$ cat config.mk
export PLATFORM = sky130hd
export DESIGN_NAME = motor_command_packet_receiver_unit_flat
export DESIGN_NICKNAME = d
export VERILOG_FILES = /design/src/rtl/mcpr_pkg.sv /design/src/rtl/mcpr_if.sv /design/src/rtl/mcpr_front.sv /design/src/rtl/mcpr_queue.sv /design/src/rtl/mcpr_back.sv /design/src/rtl/motor_command_packet_receiver_unit.sv /design/src/flat_wrapper.sv
export SDC_FILE = /design/constraint.sdc
export NUM_CORES = 2
export LEC_CHECK = 0
export BUFFER_PORTS_ARGS = -buffer_cell sky130_fd_sc_hd__buf_2
export CAP_MARGIN = 25
export CORE_MARGIN = 1
export CORE_UTILIZATION = 37
export CTS_CLUSTER_DIAMETER = 120
export DETAILED_ROUTE_END_ITERATION = 8
export PLACE_DENSITY = 0.62
export SLEW_MARGIN = 30
export SYNTH_ARGS = -nofsm -noshare
export SYNTH_HDL_FRONTEND = slang
export SYNTH_SLANG_ARGS = --single-unit
$ cat constraint.sdc
create_clock -name clock -period 33.9 [get_ports clock]
set_input_delay 3.39 -clock clock [delete_from_list [all_inputs] [get_ports clock]]
set_output_delay 3.39 -clock clock [all_outputs]
set_load 0.02 [all_outputs]
$ cat src/rtl/mcpr_pkg.sv
// Shared types, constants and register codes for the motor command packet receiver.
// No dependencies; every other file of the block imports this package.
`timescale 1ns / 1ps

package mcpr_pkg;

   localparam int NUM_CHANNELS_DEF = 8;

   localparam int BYTE_W      = 8;
   localparam int CMD_RAW_W   = 16;
   localparam int CMD_W       = 11;
   localparam int PULSE_W     = 12;
   localparam int TICK_W      = 24;
   localparam int CH_OUT_W    = 3;
   localparam int CSR_INDEX_W = 3;
   localparam int CSR_DATA_W  = 24;

   // Scaling: cmd * span / 2000, divide done as reciprocal multiply plus one correction.
   localparam int PROD_W       = CMD_W + PULSE_W;
   localparam int RECIP_W      = 22;
   localparam int RECIP_PROD_W = PROD_W + RECIP_W;
   localparam int RECIP_SHIFT  = 32;
   localparam logic [RECIP_W-1:0] RECIP = RECIP_W'((64'd1 << RECIP_SHIFT) / 64'd2000);
   localparam logic [CMD_W-1:0]   CMD_FULL = 11'd2000;

   typedef enum logic [CSR_INDEX_W-1:0] {
      CSR_START_BYTE    = 3'd0,
      CSR_TIMEOUT_TICKS = 3'd1,
      CSR_PULSE_MIN     = 3'd2,
      CSR_PULSE_MAX     = 3'd3,
      CSR_PULSE_NEUTRAL = 3'd4
   } csr_index_type;

   typedef enum logic {
      ITEM_BYTE = 1'b0,
      ITEM_TICK = 1'b1
   } item_type;

   typedef enum logic {
      CAUSE_FRAME   = 1'b0,
      CAUSE_TIMEOUT = 1'b1
   } cause_type;

   typedef enum logic [2:0] {
      BK_IDLE,
      BK_SPAN,
      BK_RECIP,
      BK_CORR,
      BK_SEND
   } back_state_type;

   typedef struct packed {
      logic [BYTE_W-1:0]  start_byte;
      logic [TICK_W-1:0]  timeout_ticks;
      logic [PULSE_W-1:0] pulse_min;
      logic [PULSE_W-1:0] pulse_max;
      logic [PULSE_W-1:0] pulse_neutral;
   } cfg_type;

   localparam cfg_type CFG_RESET = '{
      start_byte:    8'h5A,
      timeout_ticks: 24'd200000,
      pulse_min:     12'd1000,
      pulse_max:     12'd2000,
      pulse_neutral: 12'd1500
   };

   typedef struct packed {
      logic      push;
      cause_type cause;
   } job_ctl_type;

   typedef struct packed {
      logic      empty;
      logic      full;
      cause_type cause;
   } queue_status_type;

endpackage

$ cat src/rtl/mcpr_if.sv
// Handshake interfaces for the request (byte/tick) and response (channel update) channels.
// Depends on mcpr_pkg for field widths.
`timescale 1ns / 1ps

interface mcpr_req_if;
   import mcpr_pkg::*;
   logic              valid;
   logic              ready;
   logic              req_type;
   logic [BYTE_W-1:0] byte_value;

   modport source (output valid, req_type, byte_value, input ready);
   modport sink   (input valid, req_type, byte_value, output ready);
endinterface

interface mcpr_rsp_if;
   import mcpr_pkg::*;
   logic                valid;
   logic                ready;
   logic [CH_OUT_W-1:0] channel;
   logic [PULSE_W-1:0]  pulse_us;
   logic                cause;
   logic                last;

   modport source (output valid, channel, pulse_us, cause, last, input ready);
   modport sink   (input valid, channel, pulse_us, cause, last, output ready);
endinterface

$ cat src/rtl/mcpr_front.sv
// Front end: frame parser, checksum, command store and tick/timeout tracking.
// Depends on mcpr_pkg and mcpr_req_if; pushes jobs toward mcpr_queue.
`timescale 1ns / 1ps

module mcpr_front #(
   parameter int NUM_CHANNELS = mcpr_pkg::NUM_CHANNELS_DEF
) (
   input  logic                                      clock,
   input  logic                                      reset,
   mcpr_req_if.sink                                  req_bus,
   input  mcpr_pkg::cfg_type                         cfg,
   input  logic                                      queue_full,
   output mcpr_pkg::job_ctl_type                     job_ctl,
   output logic [NUM_CHANNELS-1:0][mcpr_pkg::CMD_W-1:0] job_cmds
);
   import mcpr_pkg::*;

   localparam int FRAME_LAST = 2 * NUM_CHANNELS + 1;
   localparam int BC_W       = $clog2(FRAME_LAST + 1);
   localparam int SLOT_W     = (NUM_CHANNELS > 1) ? $clog2(NUM_CHANNELS) : 1;
   localparam logic [BC_W-1:0]   BC_LAST  = BC_W'(FRAME_LAST);
   localparam logic [BC_W-1:0]   BC_ONE   = BC_W'(1);
   localparam logic [BC_W-1:0]   BC_TWO   = BC_W'(2);
   localparam logic [TICK_W-1:0] TICK_MAX = '1;

   logic [BC_W-1:0]      byte_count_ff, byte_count_in;
   logic [BYTE_W-1:0]    xor_ff, xor_in;
   logic [TICK_W-1:0]    tick_ff, tick_in;
   logic                 failsafe_ff, failsafe_in;
   logic [BYTE_W-1:0]    low_half_ff;
   logic [CMD_RAW_W-1:0] cmd_store_ff [NUM_CHANNELS];

   logic                 accept;
   logic                 low_we;
   logic                 cmd_we;
   logic [TICK_W-1:0]    tick_next;
   logic [BC_W-1:0]      bc_minus_two;
   logic [SLOT_W-1:0]    slot;

   assign req_bus.ready = !queue_full;
   assign accept        = req_bus.valid && req_bus.ready;
   assign tick_next     = (tick_ff == TICK_MAX) ? tick_ff : tick_ff + 1'b1;
   assign bc_minus_two  = byte_count_ff - BC_TWO;
   assign slot          = bc_minus_two[SLOT_W:1];

   always_comb begin
      byte_count_in = byte_count_ff;
      xor_in        = xor_ff;
      tick_in       = tick_ff;
      failsafe_in   = failsafe_ff;
      low_we        = 1'b0;
      cmd_we        = 1'b0;
      job_ctl.push  = 1'b0;
      job_ctl.cause = CAUSE_FRAME;

      if (accept) begin
         if (item_type'(req_bus.req_type) == ITEM_TICK) begin
            tick_in = tick_next;
            if (tick_next > cfg.timeout_ticks && !failsafe_ff) begin
               failsafe_in   = 1'b1;
               byte_count_in = '0;
               xor_in        = '0;
               job_ctl.push  = 1'b1;
               job_ctl.cause = CAUSE_TIMEOUT;
            end
         end else if (byte_count_ff == '0) begin
            // hunting for the start byte
            if (req_bus.byte_value == cfg.start_byte) begin
               xor_in        = req_bus.byte_value;
               byte_count_in = BC_ONE;
            end
         end else if (byte_count_ff < BC_LAST) begin
            if (byte_count_ff[0]) begin
               low_we = 1'b1;
            end else begin
               cmd_we = 1'b1;
            end
            xor_in        = xor_ff ^ req_bus.byte_value;
            byte_count_in = byte_count_ff + 1'b1;
         end else begin
            // checksum byte
            byte_count_in = '0;
            xor_in        = '0;
            if (req_bus.byte_value == xor_ff) begin
               tick_in      = '0;
               failsafe_in  = 1'b0;
               job_ctl.push = 1'b1;
            end
         end
      end
   end

   always_ff @(posedge clock) begin
      if (reset) begin
         byte_count_ff <= '0;
         xor_ff        <= '0;
         tick_ff       <= '0;
         failsafe_ff   <= 1'b0;
      end else begin
         byte_count_ff <= byte_count_in;
         xor_ff        <= xor_in;
         tick_ff       <= tick_in;
         failsafe_ff   <= failsafe_in;
      end
   end

   always_ff @(posedge clock) begin
      if (low_we) begin
         low_half_ff <= req_bus.byte_value;
      end
      if (cmd_we) begin
         cmd_store_ff[slot] <= {req_bus.byte_value, low_half_ff};
      end
   end

   // clamp to full scale as the job is handed over
   always_comb begin
      for (int i = 0; i < NUM_CHANNELS; i++) begin
         job_cmds[i] = (cmd_store_ff[i] > CMD_RAW_W'(CMD_FULL)) ? CMD_FULL
                                                                : cmd_store_ff[i][CMD_W-1:0];
      end
   end

endmodule

$ cat src/rtl/mcpr_queue.sv
// Two-entry job queue between the frame parser and the update sequencer.
// Depends on mcpr_pkg.
`timescale 1ns / 1ps

module mcpr_queue #(
   parameter int NUM_CHANNELS = mcpr_pkg::NUM_CHANNELS_DEF
) (
   input  logic                                      clock,
   input  logic                                      reset,
   input  mcpr_pkg::job_ctl_type                     push_ctl,
   input  logic [NUM_CHANNELS-1:0][mcpr_pkg::CMD_W-1:0] push_cmds,
   input  logic                                      pop,
   output mcpr_pkg::queue_status_type                status,
   output logic [NUM_CHANNELS-1:0][mcpr_pkg::CMD_W-1:0] head_cmds
);
   import mcpr_pkg::*;

   localparam int DEPTH = 2;
   localparam int PTR_W = 1;
   localparam int CNT_W = 2;
   localparam logic [CNT_W-1:0] CNT_FULL = CNT_W'(DEPTH);

   cause_type                          cause_mem_ff [DEPTH];
   logic [NUM_CHANNELS-1:0][CMD_W-1:0] cmds_mem_ff  [DEPTH];
   logic [PTR_W-1:0]                   wr_ptr_ff, wr_ptr_in;
   logic [PTR_W-1:0]                   rd_ptr_ff, rd_ptr_in;
   logic [CNT_W-1:0]                   count_ff, count_in;

   always_comb begin
      wr_ptr_in = wr_ptr_ff;
      rd_ptr_in = rd_ptr_ff;
      count_in  = count_ff;
      if (push_ctl.push) begin
         wr_ptr_in = wr_ptr_ff + 1'b1;
      end
      if (pop) begin
         rd_ptr_in = rd_ptr_ff + 1'b1;
      end
      case ({push_ctl.push, pop})
         2'b10:   count_in = count_ff + 1'b1;
         2'b01:   count_in = count_ff - 1'b1;
         default: count_in = count_ff;
      endcase
   end

   always_ff @(posedge clock) begin
      if (reset) begin
         wr_ptr_ff <= '0;
         rd_ptr_ff <= '0;
         count_ff  <= '0;
      end else begin
         wr_ptr_ff <= wr_ptr_in;
         rd_ptr_ff <= rd_ptr_in;
         count_ff  <= count_in;
      end
   end

   always_ff @(posedge clock) begin
      if (push_ctl.push) begin
         cause_mem_ff[wr_ptr_ff] <= push_ctl.cause;
         cmds_mem_ff[wr_ptr_ff]  <= push_cmds;
      end
   end

   assign status.empty = (count_ff == '0);
   assign status.full  = (count_ff == CNT_FULL);
   assign status.cause = cause_mem_ff[rd_ptr_ff];
   assign head_cmds    = cmds_mem_ff[rd_ptr_ff];

endmodule

$ cat src/rtl/mcpr_back.sv
// Back end: walks the channels of one job, scales each command and drives the response channel.
// Depends on mcpr_pkg and mcpr_rsp_if; pops jobs from mcpr_queue.
`timescale 1ns / 1ps

module mcpr_back #(
   parameter int NUM_CHANNELS = mcpr_pkg::NUM_CHANNELS_DEF
) (
   input  logic                                      clock,
   input  logic                                      reset,
   input  mcpr_pkg::cfg_type                         cfg,
   input  mcpr_pkg::queue_status_type                status,
   input  logic [NUM_CHANNELS-1:0][mcpr_pkg::CMD_W-1:0] head_cmds,
   output logic                                      pop,
   mcpr_rsp_if.source                                rsp_bus
);
   import mcpr_pkg::*;

   localparam int SLOT_W = (NUM_CHANNELS > 1) ? $clog2(NUM_CHANNELS) : 1;
   localparam logic [SLOT_W-1:0] LAST_CH = SLOT_W'(NUM_CHANNELS - 1);

   back_state_type                     state_ff, state_in;
   logic [SLOT_W-1:0]                  ch_ff, ch_in;
   cause_type                          cause_ff, cause_in;
   logic [NUM_CHANNELS-1:0][CMD_W-1:0] cmds_ff;
   logic [PROD_W-1:0]                  prod_ff;
   logic [PULSE_W-1:0]                 qest_ff;
   logic [PULSE_W-1:0]                 pulse_ff;

   logic [CMD_W-1:0]        cmd_sel;
   logic [PULSE_W-1:0]      span;
   logic [RECIP_PROD_W-1:0] recip_prod;
   logic [PROD_W-1:0]       back_prod;
   logic [PROD_W-1:0]       remainder;
   logic [PULSE_W-1:0]      quotient;

   assign cmd_sel    = cmds_ff[ch_ff];
   assign span       = (cfg.pulse_max > cfg.pulse_min) ? cfg.pulse_max - cfg.pulse_min : '0;
   assign recip_prod = RECIP_PROD_W'(prod_ff) * RECIP_PROD_W'(RECIP);
   assign back_prod  = PROD_W'(qest_ff) * PROD_W'(CMD_FULL);
   assign remainder  = prod_ff - back_prod;
   // reciprocal estimate is at most one low
   assign quotient   = (remainder >= PROD_W'(CMD_FULL)) ? qest_ff + 1'b1 : qest_ff;

   always_comb begin
      state_in      = state_ff;
      ch_in         = ch_ff;
      cause_in      = cause_ff;
      pop           = 1'b0;
      rsp_bus.valid = 1'b0;
      case (state_ff)
         BK_IDLE: begin
            if (!status.empty) begin
               pop      = 1'b1;
               cause_in = status.cause;
               ch_in    = '0;
               state_in = (status.cause == CAUSE_TIMEOUT) ? BK_SEND : BK_SPAN;
            end
         end
         BK_SPAN:  state_in = BK_RECIP;
         BK_RECIP: state_in = BK_CORR;
         BK_CORR:  state_in = BK_SEND;
         BK_SEND: begin
            rsp_bus.valid = 1'b1;
            if (rsp_bus.ready) begin
               if (ch_ff == LAST_CH) begin
                  state_in = BK_IDLE;
               end else begin
                  ch_in    = ch_ff + 1'b1;
                  state_in = (cause_ff == CAUSE_TIMEOUT) ? BK_SEND : BK_SPAN;
               end
            end
         end
         default: state_in = BK_IDLE;
      endcase
   end

   always_ff @(posedge clock) begin
      if (reset) begin
         state_ff <= BK_IDLE;
         ch_ff    <= '0;
         cause_ff <= CAUSE_FRAME;
      end else begin
         state_ff <= state_in;
         ch_ff    <= ch_in;
         cause_ff <= cause_in;
      end
   end

   always_ff @(posedge clock) begin
      if (pop) begin
         cmds_ff <= head_cmds;
      end
      if (state_ff == BK_SPAN) begin
         prod_ff <= PROD_W'(cmd_sel) * PROD_W'(span);
      end
      if (state_ff == BK_RECIP) begin
         qest_ff <= recip_prod[RECIP_SHIFT +: PULSE_W];
      end
      if (state_ff == BK_CORR) begin
         pulse_ff <= cfg.pulse_min + quotient;
      end
   end

   assign rsp_bus.channel  = CH_OUT_W'(ch_ff);
   assign rsp_bus.pulse_us = (cause_ff == CAUSE_TIMEOUT) ? cfg.pulse_neutral : pulse_ff;
   assign rsp_bus.cause    = cause_ff;
   assign rsp_bus.last     = (ch_ff == LAST_CH);

endmodule

$ cat src/rtl/motor_command_packet_receiver_unit.sv
// Top level of the motor command packet receiver: register file plus front, queue and back.
// Depends on mcpr_pkg, mcpr_if, mcpr_front, mcpr_queue and mcpr_back.
`timescale 1ns / 1ps

// Usage
//   req_bus: one transfer per link byte (req_type 0) or per time tick (req_type 1).
//     Every item is taken by the frame parser as it is transferred; no item produces a response
//     except the checksum byte of a good frame and the tick that trips the timeout.
//   rsp_bus: a burst of NUM_CHANNELS channel updates, channel 0 first, last set on
//     the final one. cause 0 = frame applied, cause 1 = failsafe neutral.
//   csr_*: write-only registers (start byte, timeout, pulse min/max/neutral),
//     which the user must write only while the block is idle; the block does not enforce this.
// Sequencing
//   A good checksum byte queues a job that the sequencer pops; each update of a frame
//   goes through scale multiply, reciprocal multiply, correction and send, and the next
//   channel starts only after the current update is taken. A timeout burst gives one update
//   per cycle while rsp_bus.ready is high. The scaling datapath in the back end is shared.
//   req_bus.ready drops only while the two-entry job queue is full, i.e. two
//   bursts wait behind the one being sent.
// Reset: synchronous. Parser, tick counter, failsafe flag, queue and sequencer clear;
//   registers return to their defaults (start 0x5A, timeout 200000, 1000/2000/1500).
// Stalls
//   With rsp_bus.ready low the current update holds; the parser keeps accepting
//   bytes until the queue fills.

module motor_command_packet_receiver_unit #(
   parameter int NUM_CHANNELS = mcpr_pkg::NUM_CHANNELS_DEF
) (
   input  logic                                clock,
   input  logic                                reset,
   mcpr_req_if.sink                            req_bus,
   mcpr_rsp_if.source                          rsp_bus,
   input  logic                                csr_we,
   input  logic [mcpr_pkg::CSR_INDEX_W-1:0]    csr_index,
   input  logic [mcpr_pkg::CSR_DATA_W-1:0]     csr_wdata
);
   import mcpr_pkg::*;

   cfg_type                            cfg_ff, cfg_in;
   job_ctl_type                        job_ctl;
   queue_status_type                   q_status;
   logic [NUM_CHANNELS-1:0][CMD_W-1:0] job_cmds;
   logic [NUM_CHANNELS-1:0][CMD_W-1:0] head_cmds;
   logic                               pop;

   // register file; writes past the list are dropped
   always_comb begin
      cfg_in = cfg_ff;
      if (csr_we) begin
         case (csr_index_type'(csr_index))
            CSR_START_BYTE:    cfg_in.start_byte    = csr_wdata[BYTE_W-1:0];
            CSR_TIMEOUT_TICKS: cfg_in.timeout_ticks = csr_wdata[TICK_W-1:0];
            CSR_PULSE_MIN:     cfg_in.pulse_min     = csr_wdata[PULSE_W-1:0];
            CSR_PULSE_MAX:     cfg_in.pulse_max     = csr_wdata[PULSE_W-1:0];
            CSR_PULSE_NEUTRAL: cfg_in.pulse_neutral = csr_wdata[PULSE_W-1:0];
            default:           cfg_in = cfg_ff;
         endcase
      end
   end

   always_ff @(posedge clock) begin
      if (reset) begin
         cfg_ff <= CFG_RESET;
      end else begin
         cfg_ff <= cfg_in;
      end
   end

   // parser: accepts every item while the queue has room, hands good frames and timeouts on as jobs
   mcpr_front #(.NUM_CHANNELS(NUM_CHANNELS)) u_front (
      .clock      (clock),
      .reset      (reset),
      .req_bus    (req_bus),
      .cfg        (cfg_ff),
      .queue_full (q_status.full),
      .job_ctl    (job_ctl),
      .job_cmds   (job_cmds)
   );

   // job queue carries a clamped snapshot of the commands, so the next frame
   // may overwrite the parser's store while a burst is still going out
   mcpr_queue #(.NUM_CHANNELS(NUM_CHANNELS)) u_queue (
      .clock     (clock),
      .reset     (reset),
      .push_ctl  (job_ctl),
      .push_cmds (job_cmds),
      .pop       (pop),
      .status    (q_status),
      .head_cmds (head_cmds)
   );

   // update sequencer and scaling datapath
   mcpr_back #(.NUM_CHANNELS(NUM_CHANNELS)) u_back (
      .clock     (clock),
      .reset     (reset),
      .cfg       (cfg_ff),
      .status    (q_status),
      .head_cmds (head_cmds),
      .pop       (pop),
      .rsp_bus   (rsp_bus)
   );

endmodule

$ cat src/flat_wrapper.sv
// flat-port wrapper written by rule: the top's interface ports become plain ports
module motor_command_packet_receiver_unit_flat import mcpr_pkg::*;
#(
   parameter int NUM_CHANNELS = mcpr_pkg::NUM_CHANNELS_DEF
)
  (clock, reset, csr_we, csr_index, csr_wdata, req_bus_valid, req_bus_req_type, req_bus_byte_value, req_bus_ready, rsp_bus_valid, rsp_bus_channel, rsp_bus_pulse_us, rsp_bus_cause, rsp_bus_last, rsp_bus_ready);
  mcpr_req_if req_bus_i ();
  mcpr_rsp_if rsp_bus_i ();
  input  logic clock;
  input  logic reset;
  input  logic csr_we;
  input  logic [mcpr_pkg::CSR_INDEX_W-1:0] csr_index;
  input  logic [mcpr_pkg::CSR_DATA_W-1:0] csr_wdata;
  input wire logic [$bits(req_bus_i.valid)-1:0] req_bus_valid;
  input wire logic [$bits(req_bus_i.req_type)-1:0] req_bus_req_type;
  input wire logic [$bits(req_bus_i.byte_value)-1:0] req_bus_byte_value;
  output wire logic [$bits(req_bus_i.ready)-1:0] req_bus_ready;
  output wire logic [$bits(rsp_bus_i.valid)-1:0] rsp_bus_valid;
  output wire logic [$bits(rsp_bus_i.channel)-1:0] rsp_bus_channel;
  output wire logic [$bits(rsp_bus_i.pulse_us)-1:0] rsp_bus_pulse_us;
  output wire logic [$bits(rsp_bus_i.cause)-1:0] rsp_bus_cause;
  output wire logic [$bits(rsp_bus_i.last)-1:0] rsp_bus_last;
  input wire logic [$bits(rsp_bus_i.ready)-1:0] rsp_bus_ready;
  assign req_bus_i.valid = req_bus_valid;
  assign req_bus_i.req_type = req_bus_req_type;
  assign req_bus_i.byte_value = req_bus_byte_value;
  assign req_bus_ready = req_bus_i.ready;
  assign rsp_bus_valid = rsp_bus_i.valid;
  assign rsp_bus_channel = rsp_bus_i.channel;
  assign rsp_bus_pulse_us = rsp_bus_i.pulse_us;
  assign rsp_bus_cause = rsp_bus_i.cause;
  assign rsp_bus_last = rsp_bus_i.last;
  assign rsp_bus_i.ready = rsp_bus_ready;
  motor_command_packet_receiver_unit #(.NUM_CHANNELS(NUM_CHANNELS)) u_core (.clock(clock), .reset(reset), .req_bus(req_bus_i), .rsp_bus(rsp_bus_i), .csr_we(csr_we), .csr_index(csr_index), .csr_wdata(csr_wdata));
endmodule
=== After elaboration in Yosys (flattened, before gate mapping) ===
Memory sizes are Yosys's and may differ from the RTL's. A register that Yosys moved wholly into a read port is not among the register bits.
Cells that the tools add are included.

* Bitwise gates (word level): 2
* Equality and inequality tests: 22
* Reduce and logical (&&, ||, !) cells: 22
* Multiplexer cells: 70
* Add/sub/neg operators: 12
* Order comparisons: 13
* Multiply operators: 3

{| class="wikitable"
|+ Operators with widths
! cell !! number
|-
| $gt A16 B11 Y1 const B || 8
|-
| $mux W24 || 5
|-
| $mux W11 || 9
|-
| $mul A23 B22 Y44 const B || 1
|-
| $mux W8 || 5
|-
| $mux W12 || 3
|-
| $bmux W11 S3 || 1
|-
| $mux W1 || 29
|-
| $mux W5 || 5
|-
| $add A24 B1 Y24 const B || 1
|-
| $eq A24 B24 Y1 const B || 1
|-
| $gt A24 B24 Y1 || 1
|-
| $mux W3 || 8
|-
| $ge A23 B11 Y1 const B || 1
|-
| $mul A11 B12 Y23 || 1
|-
| $sub A23 B23 Y23 || 1
|-
| $mul A12 B7 Y19 const B || 1
|-
| $eq A8 B8 Y1 || 2
|-
| $pmux W3 S5 || 1
|-
| $reduce_and A2 Y1 || 7
|-
| $add A12 B1 Y12 const B || 1
|-
| $add A12 B12 Y12 || 1
|-
| $eq A3 B2 Y1 const B || 4
|-
| $gt A12 B12 Y1 || 1
|-
| other kinds (30) || 46
|}

* Output and inout bits: 19
* Bits in registers: 172
* Memories: 3
* Bits in writable memories: 306
* Input port bits: 41

{| class="wikitable"
|+ Memories
! memory !! depth !! bits a word !! read ports !! clocked after Yosys merged registers in !! wr ports !! RTL line !! RTL
|-
| u_core.u_queue.cmds_mem_ff || 2 || 88 || 1 || 1 || 1 || mcpr_queue.sv:24 || <nowiki>logic [NUM_CHANNELS-1:0][CMD_W-1:0] cmds_mem_ff [DEPTH];</nowiki>
|-
| u_core.u_front.cmd_store_ff || 8 || 16 || 8 || 0 || 1 || mcpr_front.sv:31 || <nowiki>logic [CMD_RAW_W-1:0] cmd_store_ff [NUM_CHANNELS];</nowiki>
|-
| u_core.u_queue.cause_mem_ff || 2 || 1 || 1 || 1 || 1 || mcpr_queue.sv:23 || <nowiki>cause_type cause_mem_ff [DEPTH];</nowiki>
|}

=== Longest topological paths before layout ===
* Word-level depth: 9
* Depth in mapped cells: 39
* Depth with buffers taken out: 38

=== Cells and area by module ===
From an unflattened synthesis, not the netlist that was laid out.

* Cell total of the unflattened synthesis: 3,303
* Area, all modules: 38,404.3 um^2

{| class="wikitable"
|+ By module, submodules not included
! module !! area an instance (um^2) !! instances !! cells each
|-
| mcpr_back || 20,791.2 || 1 || 2,022
|-
| mcpr_front || 8,262.9 || 1 || 720
|-
| mcpr_queue || 6,615.1 || 1 || 299
|-
| motor_command_packet_receiver_unit || 2,735.1 || 1 || 262
|}

=== Worst setup path before layout ===
Ideal clock, no wire load.

* Path type: register to register
* Start point: reg u_core.u_back.state_ff[1]
* End point: reg u_core.u_queue.count_ff[1]
* Clock period less this slack: 11.033 ns
* Buffers on the path: 1
* Setup time: 0.070 ns
* Data arrival time: 10.962 ns
* Data required time: 33.830 ns
* Path slack: 22.867 ns
* Cell stages (with the launch flop): 6
* Cell sequence: dfxtp_1 > clkbuf_1 > nor4_1 > ha_1 > or3_1 > a21oi_1

* Word-level cells in the longest chain between the ends: 4

{| class="wikitable"
|+ Ends and longest elaborated chain
! what !! RTL line !! RTL
|-
| start, declared || mcpr_back.sv:21 || <nowiki>back_state_type state_ff, state_in;</nowiki>
|-
| start signal, assigned || mcpr_back.sv:83 || <nowiki>state_ff <= state_in;</nowiki>
|-
| $logic_not A3 Y1 * || mcpr_back.sv:50 || <nowiki>case (state_ff)</nowiki>
|-
| $mux W1 * || mcpr_back.sv:50 ||
|-
| via u_core.pop || motor_command_packet_receiver_unit.sv:44 || <nowiki>logic pop;</nowiki>
|-
| $eq A2 B1 Y1 or $eq A2 B2 Y1 (tied branches) || mcpr_queue.sv:39 || <nowiki>case ({push_ctl.push, pop})</nowiki>
|-
| $pmux W2 S2 or $reduce_bool A2 Y1 (tied branches) || - ||
|-
| end signal, assigned || mcpr_queue.sv:54 || <nowiki>count_ff <= count_in;</nowiki>
|-
| end, declared || mcpr_queue.sv:27 || <nowiki>logic [CNT_W-1:0] count_ff, count_in;</nowiki>
|}

Mark *: on every way through the listed nets, which the timed path passes. The rest lies on a longest branch.
A chain may end at the register's enable or synchronous reset.

=== Worst setup path after layout ===
* Start point: reg u_core.u_back.qest_ff[2]
* End point: reg u_core.u_back.pulse_ff[10] (data pin)

* Word-level cells in the longest chain between the ends: 5

{| class="wikitable"
|+ Ends and longest elaborated chain
! what !! RTL line !! RTL
|-
| start, declared || mcpr_back.sv:26 || <nowiki>logic [PULSE_W-1:0] qest_ff;</nowiki>
|-
| start signal, assigned || mcpr_back.sv:97 || <nowiki>qest_ff <= recip_prod[RECIP_SHIFT +: PULSE_W];</nowiki>
|-
| $mul A12 B7 Y19 || mcpr_back.sv:39 || <nowiki>assign back_prod = PROD_W'(qest_ff) * PROD_W'(CMD_FULL);</nowiki>
|-
| $sub A23 B23 Y23 || mcpr_back.sv:40 || <nowiki>assign remainder = prod_ff - back_prod;</nowiki>
|-
| $ge A23 B11 Y1 || mcpr_back.sv:42 || <nowiki>assign quotient = (remainder >= PROD_W'(CMD_FULL)) ? qest_ff + 1'b1 : qest_ff;</nowiki>
|-
| $mux W12 * || mcpr_back.sv:42 ||
|-
| $add A12 B12 Y12 * || mcpr_back.sv:100 || <nowiki>pulse_ff <= cfg.pulse_min + quotient;</nowiki>
|-
| end signal, assigned || mcpr_back.sv:100 ||
|-
| end, declared || mcpr_back.sv:27 || <nowiki>logic [PULSE_W-1:0] pulse_ff;</nowiki>
|}

Every way passes the cells marked *; elsewhere a longest branch is shown, timed or not.

==> results.yml <==
outcome:
  status: "finished clean"
timing:
  fin_tns_setup_ns: 0
  tightest_slew_ns: 0.9748
  period_share: 0.2815
  hold_viol: 0
  period_minus_slack_ns: 9.543
  finalClockSkew_ns: 0.02673
  setup_viol: 0
  slew_headroom: 0.3333
  fmax_mhz: 104.8
  rsz0062_at_grt: "no"
  setup_slack_ns: 24.36
  drv_slew: 0
final_layout:
  antenna_cells: 0
  fin_util: 0.4118
  nets: 4147
  syn2layout_area_growth_pct: 9.815
  multi_input_area_um2: 20260
  drive_above_1_share: 0.1011
  seqCellArea_um2: 15850
  fin_cells: 4848
  fillCellCount: 9611
synthesis:
  synthArstFlopShare: 0
  synth-main-ff-cell: "edfxtp_1"
  synth_top_cell_by_area: "edfxtp_1"
  synth_area_per_cell_um2: 11.31
  synth_edf_count: 449
  post-synth-top-count-cell: "inv_1"
  synth_cell_types: 86
  syn_area_um2: 38370
  ys_seq_elements: 567
  synthTopCellsByArea: "edfxtp_1 35%, ha_1 14%, fa_1 13%"
  yosysWarnings: 0
  syn_inst: 3393
  synth_common_cells: "523 x inv_1, 449 x edfxtp_1, 418 x ha_1"
  seq_area_frac_synth: 0.4130
  netlist.area_leader.share: 0.3514
  syn_nets: 4105
route:
  drt-pass1-iter-count: 5
  vias: 24325
  viasPerCell: 5.018
  drt_iter0_markers: 1329
  routed_wl_mm: 85.17
  route.antenna.remaining_nets: 0
  wl_per_cell_um: 17.57
  drc: 0
setup_path:
  critPathKind: "reg -> reg"
  crit_fanout: 11
  end_kind: "flop"
  cp.required_ns: 34.38
  slowest_stage: "or4b_2"
  r2r_slack_ns: 24.36
  path_common_cell: "fa_1"
  slowest_delay_ns: 0.63
  critPathLaunchType: "flop"
  arrival_ns: 10.02
global_route:
  gr-total-overflow: 0
  antenna_found_initial: 4
  gr-usage-all-layers: 0.1635
  grt_max_degree: 73
  grt_pass1_wl_mm: 133.8
  first_global_vias: 24105
clocking:
  htree_levels: 2
  clock_sink_count: 567
  clk_pin_slew_ns: 0.07
  cts_setup_buffers: 0
  postCtsHoldBufs: 0
  cts-resized-gates: 0
  numCtsBuffers: 55
  insertion_delay_ns: 0.63
  root_buffer: "clkbuf_16"
  cts_tree: "yes"
  clockBufferDepth: 3
floorplanning:
  die_h_um: 324.0
  initial_core_util: 0.3750
  boundaryPins: 60
  fp.coreArea_um2: 102300
  die-area_um2: 105000
  die-width_um: 324.0
  rows: 117
hold_path:
  hp-class: "reg -> reg"
place:
  io_buffers: 59
  placed_cells: 4745
  hpwlAfterDp_mm: 62.23
  place_congestion: 0.8773
  dp_slack_ns: 24.49
flow_run:
  drv_cap: 0
metal layers:
layer  track usage  share of wire  up-vias  wire (µm)
met2        0.2708           0.47      498      39810
met4       0.03795          0.020        4       1661
li1              -              -    11774          -
met1        0.2275           0.47    11941      39880
met5             0        0.00021        -         18
met3       0.02023          0.045      108       3803
final cells by class:
cell class              count  area share
clock buffers              68     0.03430
inverters                 523     0.04662
multi-input cells        2197      0.4808
repair buffers             91     0.01289
flip-flops and latches    567      0.3762
clock inverters            34    0.008641
well taps                1368     0.04062
cell usage in the layout, fill, tap and decap left out, types with 8 or more instances in the layout:
master,synthesis,routed
inv_1,523,522
edfxtp_1,449,449
ha_1,418,418
nand2_1,264,264
fa_1,253,253
nor2_1,158,157
a21oi_1,128,128
dfxtp_1,118,116
mux2_2,109,109
xnor2_1,78,78
nand2b_1,75,75
nand3_1,74,74
buf_2,10,59
o21ai_0,58,58
and2_1,57,56
clkbuf_16,0,55
nor3_1,63,50
a21o_1,40,40
and3_1,33,33
xor2_1,32,32
buf_4,1,30
nor2b_1,27,27
a211oi_1,25,25
nand4_1,25,25
mux4_2,22,22
or4_1,20,20
mux2i_1,20,19
o211ai_1,17,17
nor4_1,14,13
o21a_1,13,13
or3_1,12,12
a31oi_1,12,12
clkinv_2,0,12
clkbuf_1,88,11
o21ai_1,10,10
a22oi_1,10,10
nor3_2,0,10
o22ai_1,9,9
o2bb2ai_1,8,8
clkinv_1,0,8
cells by family (layout without fill, tap and decap cells):
group | Yosys count | count (layout) | synth area share
adders and majority gates | 671 | 671 | 0.2683
and+or+nand+nor | 857 | 857 | 0.1108
buffers and inverters | 629 | 716 | 0.06199
AOI/OAI and AO/OA | 407 | 407 | 0.07037
DFF | 567 | 567 | 0.4130
muxes | 152 | 152 | 0.05041
xor gates and xnor gates | 110 | 110 | 0.02511
worst paths after layout:
kind | from | end | cells after the start
max | u_core.u_back.qest_ff[2] | u_core.u_back.pulse_ff[10] | 35
min | u_core.cfg_ff[59] | u_core.cfg_ff[59] | 2
max reg2reg | u_core.u_back.qest_ff[2] | u_core.u_back.pulse_ff[10] | 35
min reg2reg | u_core.cfg_ff[59] | u_core.cfg_ff[59] | 2
state kept, by name, summed over array words and instances (netlist names), 12 cells and up, named ones only:
signal,flops
u_core.u_back.qest_ff,12
u_core.u_back.pulse_ff,12
u_core.u_front.tick_ff,24
u_core.u_back.prod_ff,23
u_core.u_front.cmd_store_ff,128
u_core.u_queue.cmds_mem_ff,176
u_core.cfg_ff,68
u_core.u_back.cmds_ff,88
metrics by stage:
step                      cell area (µm²)  hold WS, ns
after CTS                           42110       0.4561
after global placement              40290       0.4422
after global routing                42140       0.4818
final                               42140       0.4559
after detailed placement            40300       0.4468
after floorplan                     38370       0.4329
critical path, delay by kind of cell (launching register included):
family          cells  cell delay (ns)
fa+ha+maj           8             3.13
compound gates     13             2.63
simple gates        9             2.53
flops               1             0.51
xor+xnor            2             0.33
buf+inv             3             0.28
Power is not shown: default switching activity piles up to over one toggle a cycle in this logic, so the estimate is an artifact.
